**src/rtl/swmms_pkg.sv**
```systemverilog
// ----------------------------------------------------------------------------
// swmms_pkg
// Shared sizes, types and register codes for the sliding window min/max block.
// ----------------------------------------------------------------------------
package swmms_pkg;

   localparam int MAX_WINDOW  = 64;
   localparam int SAMPLE_BITS = 32;

   localparam int IDX_W  = $clog2(MAX_WINDOW);
   localparam int CNT_W  = $clog2(MAX_WINDOW + 1);
   localparam int SIZE_W = 7;
   localparam int SUM_W  = SAMPLE_BITS + 1;
   localparam int ACC_W  = 64;

   localparam int CSR_ADDR_W = 2;
   localparam int CSR_DATA_W = 32;

   localparam logic [CSR_ADDR_W-1:0] REG_WINDOW_SIZE = CSR_ADDR_W'(0);

   typedef logic signed [SAMPLE_BITS-1:0] sample_type;
   typedef logic signed [SUM_W-1:0]       pair_sum_type;
   typedef logic signed [ACC_W-1:0]       total_type;

   // per-request tag that rides along the pipeline
   typedef struct packed {
      logic last;
      logic full;
   } swmms_tag_type;

   // window length to cell index: zero acts as one, large sizes clamp
   function automatic logic [IDX_W-1:0] size_to_index(input logic [SIZE_W-1:0] size);
      int k;
      k = int'(size);
      if (k == 0) begin
         k = 1;
      end
      if (k > MAX_WINDOW) begin
         k = MAX_WINDOW;
      end
      return IDX_W'(k - 1);
   endfunction

endpackage

```
**src/rtl/swmms_accum.sv**
```systemverilog
// ----------------------------------------------------------------------------
// swmms_accum
// Saturating running total and the output register of the response channel.
// ----------------------------------------------------------------------------
module swmms_accum
   import swmms_pkg::*;
(
   input  logic          clock,
   input  logic          reset,
   input  logic          in_valid,
   output logic          in_ready,
   input  swmms_tag_type in_tag,
   input  sample_type    in_min,
   input  sample_type    in_max,
   input  pair_sum_type  in_sum,
   output logic          out_valid,
   input  logic          out_ready,
   output sample_type    out_min,
   output sample_type    out_max,
   output total_type     out_total,
   output logic          out_saturated,
   output logic          out_short,
   output logic          out_final
);

   localparam total_type TOTAL_MAX = {1'b0, {(ACC_W-1){1'b1}}};
   localparam total_type TOTAL_MIN = {1'b1, {(ACC_W-1){1'b0}}};

   logic                    valid_ff;
   total_type               acc_ff;
   logic                    clamp_ff;
   sample_type              min_ff;
   sample_type              max_ff;
   total_type               total_ff;
   logic                    sat_ff;
   logic                    short_ff;
   logic                    final_ff;

   logic signed [ACC_W:0]   wide_sum;
   total_type               acc_in;
   logic                    clamp_in;
   logic                    take;

   assign in_ready = !valid_ff || out_ready;
   assign take     = in_valid && in_ready;

   always_comb begin
      wide_sum = (ACC_W+1)'(acc_ff) + (ACC_W+1)'(in_sum);
      acc_in   = acc_ff;
      clamp_in = clamp_ff;
      if (in_tag.full) begin
         // overflow when the two top bits disagree
         if (wide_sum[ACC_W] != wide_sum[ACC_W-1]) begin
            acc_in   = wide_sum[ACC_W] ? TOTAL_MIN : TOTAL_MAX;
            clamp_in = 1'b1;
         end else begin
            acc_in = wide_sum[ACC_W-1:0];
         end
      end
   end

   always_ff @(posedge clock) begin
      if (reset) begin
         valid_ff <= 1'b0;
         acc_ff   <= '0;
         clamp_ff <= 1'b0;
      end else begin
         if (in_ready) begin
            valid_ff <= in_valid;
         end
         if (take) begin
            if (in_tag.last) begin
               acc_ff   <= '0;
               clamp_ff <= 1'b0;
            end else begin
               acc_ff   <= acc_in;
               clamp_ff <= clamp_in;
            end
         end
      end
   end

   always_ff @(posedge clock) begin
      if (take) begin
         min_ff   <= in_min;
         max_ff   <= in_max;
         total_ff <= acc_in;
         sat_ff   <= clamp_in;
         short_ff <= !in_tag.full;
         final_ff <= in_tag.last;
      end
   end

   assign out_valid     = valid_ff;
   assign out_min       = min_ff;
   assign out_max       = max_ff;
   assign out_total     = total_ff;
   assign out_saturated = sat_ff;
   assign out_short     = short_ff;
   assign out_final     = final_ff;

endmodule

```
**config.mk**
```make
export PLATFORM = sky130hd
export DESIGN_NAME = swmms_accum
export DESIGN_NICKNAME = d
export VERILOG_FILES = /design/src/rtl/swmms_pkg.sv /design/src/rtl/swmms_accum.sv
export SDC_FILE = /design/constraint.sdc
export NUM_CORES = 1
export LEC_CHECK = 0
export ABC_AREA = 0
export BUFFER_PORTS_ARGS = -buffer_cell sky130_fd_sc_hd__buf_2
export CAP_MARGIN = 20
export CORE_MARGIN = 5
export CORE_UTILIZATION = 55
export CTS_CLUSTER_SIZE = 12
export DETAILED_ROUTE_END_ITERATION = 8
export PLACE_DENSITY = 0.82
export SETUP_SLACK_MARGIN = 0.5
export SLEW_MARGIN = 15
export SYNTH_ARGS = -nofsm -noshare
export SYNTH_HDL_FRONTEND = slang
export SYNTH_SLANG_ARGS = --single-unit
```
**constraint.sdc**
```tcl
create_clock -name clock -period 8.7 [get_ports clock]
set_input_delay 0.87 -clock clock [delete_from_list [all_inputs] [get_ports clock]]
set_output_delay 0.87 -clock clock [all_outputs]
set_load 0.01 [all_outputs]
```
==> results.md <==
- Dpl cells: 1,607
- Most used flip-flop cell after synthesis: edfxtp_1
- Most used cell, CP: nand2_1
- Max_cap viols: 0
- Root buffer cell: clkbuf_16
- Most common cell after layout, fill and taps aside: buf_2
- First-pass GRT wire length: 50,720 microns
- Fin. max-slew vios: 0
- Crit. Startpoint: in_sum[32]
- #FFs+latches synth: 197
- Overall global routing resource usage: 26.54%
- Clk buf depth: 2
- Routability cong.: 0.9560
- Element type at the critical path end: register
- Port Buffers: 235
- Starting density of the core: 56.14%
- DRT Wirelength: 32,430 microns
- CTS Hold Buffers Added: 0
- Netlist cell types: 76
- CP endpoint: acc_ff[11]
- HPWL Detailed: 24,300 microns
- Final core occ: 65.30%
- Yosys top cell by area: edfxtp_1
- Post-synth net total: 1,333
- Post-synth ARST share: 0%
- Cts bufs inserted: 17
- Die Ht: 153.9 microns
- R2r setup slk: 4.41 ns
- Worst Path Required: 9.10 ns
- Routed length per instance: 19.79 microns
- Sequential-to-total area share from yosys stat: 46.11%
- Die width: 153.9 microns
- Layout Nets: 1,524
- Synth Cell Area: 11,400 sq um
- Post_cts resized: 0
- Hold Fails Final Rpt: 0
- Worst skew pair latency: 0.45 ns
- Highest clock rate: 211.7 MHz
- I/O pin count: 236
- Max Fanout on Critical Path: 32
- Final setup viols: 0
- Crit path max-delay cell type: xnor2_2
- Antenna cells: 0
- Yosys top cell area share: 34.52%
- Arr. time, crit path: 5.12 ns
- Most frequent cells in the layout: buf_2 (235), a21oi_1 (131), edfxtp_1 (131)
- Worst r2r src: acc_ff[0]
- DR iter-0 viols: 795
- Vias in the first global route: 9,348
- Site row count: 52
- Setup tns final: 0 ns
- Relative slew slack: 29.61%
- Drt pass-1 iters: 5
- Highest cell delay on the worst timing path: 0.64 ns
- EDFF count, synth: 131
- Total grt overflow: 0
- Via/cell ratio: 6.047
- Post-route DRC: 0
- Register Area: 5255 sq um
- Antenna violations before repair: 0
- Clock slew at reported path FFs: 0.09 ns
- Sink Count: 197
- R2R Path End: acc_ff[11]
- Worst setup path category: in2reg
- Largest net degree at the start of global routing: 77
- Pleak: 5.831 nW
- Syn-to-layout area delta: 16.32%
- H-tree depth: 4
- Hold Crit Class: reg2reg
- CTS tree: yes
- Routed vias: 9,911
- Post-route ant nets: 0
- Power Density: 182.3 nW/um^2
- Clk_skew: 0.01294 ns
- YS warnings: 0
- CORE AREA: 20,300 sq um
- Cell Chain, Critical Path: buf_2, ha_1, nand2_1, nor2_1, nand2_1, nor2_1, nand4_1, a21oi_1, nor3_4, xnor2_2, nand2_1, o21ai_0, a22o_1
- Startpoint Class: input port
- Share of layout cells above drive strength 1: 22.28%
- Unrepaired setup endpoints after global routing: false
- Postcts setup bufs: 0
- Largest cells by area after synthesis: edfxtp_1 (35%), dfxtp_1 (12%), ha_1 (7.0%), a21oi_1 (5.8%), a21o_1 (4.0%)
- Minimum clock period: 4.723 ns
- Multi-input logic area: 5690 sq um
- Die area: 23,700 sq um
- Status: completed
- Hold Path Origin: acc_ff[21]
- Fillers: 1,699
- Syn Area/Cell: 9.782 sq um
- Fin crit share: 54.28%
- Reg2Reg Depth: 13
- Post-Synthesis Cells: 1,165
- Final std cells w/o fill: 1,639
- Worst Max-Slew Pin Slew: 1.055 ns
- Worst vdd ir: 0.1414 mV
==> power breakdown <==
| part | switching (mW) | internal [mW] |
|---|---|---|
| Combinational | 0.307 | 0.176 |
| Clock | 0.434 | 0.404 |
| Sequential | 0.0237 | 1.07 |
==> stage by stage <==
step                      setup slack, ns  power (mW)  hold WS, ns  area (sq um)
after floorplan                     4.077       1.443       0.4439         11400
after global placement              3.575       1.585       0.4555         12610
after detailed placement            3.719       1.593       0.4687         12620
after CTS                           4.128       2.422       0.4823         13260
after global routing                3.649       2.519       0.5081         13260
final                               3.977       2.416       0.4780         13260
==> flip-flops by register name, summed over array words and instances, names as in the netlist, 32 cells and up <==
signal,cells
out_total,64
out_max,32
out_min,32
acc_ff,64
==> cells in the mapped netlist, types with 8 or more instances <==
master	count
a21o_1	60
a21oi_1	131
a22o_1	16
a31oi_1	10
buf_2	17
buf_6	8
clkbuf_1	39
dfxtp_1	66
edfxtp_1	131
ha_1	64
inv_1	29
nand2_1	95
nand3_1	17
nand4_1	27
nor2_1	95
nor3_1	13
o211ai_1	8
o21a_1	19
o21ai_0	76
o21ai_1	35
o21bai_1	13
o2bb2ai_1	21
xnor2_1	30
xor2_1	24
==> critical path: cells and delay by family <==
kind,cells,cell delay [ns]
fa+ha+maj,1,0.41
buf+inv,1,0.57
compound gates,3,0.88
xor+xnor,1,0.64
simple gates,7,1.72
==> cell type report <==
type,instances,share of cell area [%]
clock inverter,15,1.567
clock buffer,17,3.209
inverter,29,0.8590
timing repair buffer,241,9.241
sequential,197,39.65
tap,270,2.549
multi-input combinational,870,42.93
==> layer usage <==
layer	vias to the layer above	track usage, %	share of wire, %
li1	4757	-	-
met1	4673	36.02	43
met2	438	43.78	47
met3	43	5.087	7.5
met4	0	7.191	1.9
met5	-	0	0
==> worst min path at each step <==
stage,to,depth (start not counted),slack (ns)
2_1_floorplan,acc_ff[33],2,0.44
3_3_place_gp,acc_ff[21],2,0.46
3_5_place_dp,acc_ff[45],2,0.47
4_1_cts,acc_ff[22],2,0.48
5_1_grt,acc_ff[47],2,0.51
6_report,acc_ff[21],2,0.48
==> cells by family (layout without fill, tap and decap cells) <==
kind of cell / Yosys count / count (layout) / share of synthesized area, %
AO/OA/AOI/OAI: 450 / 450 / 25.44
XOR/XNOR: 56 / 56 / 4.535
AND/OR/NAND/NOR: 293 / 293 / 12.10
flip-flops: 197 / 197 / 46.11
multiplexers: 6 / 6 / 0.5490
buffers and inverters: 98 / 302 / 4.062
adder cells (fa/ha/maj): 65 / 65 / 7.202
(Power assumes the default switching activity.)
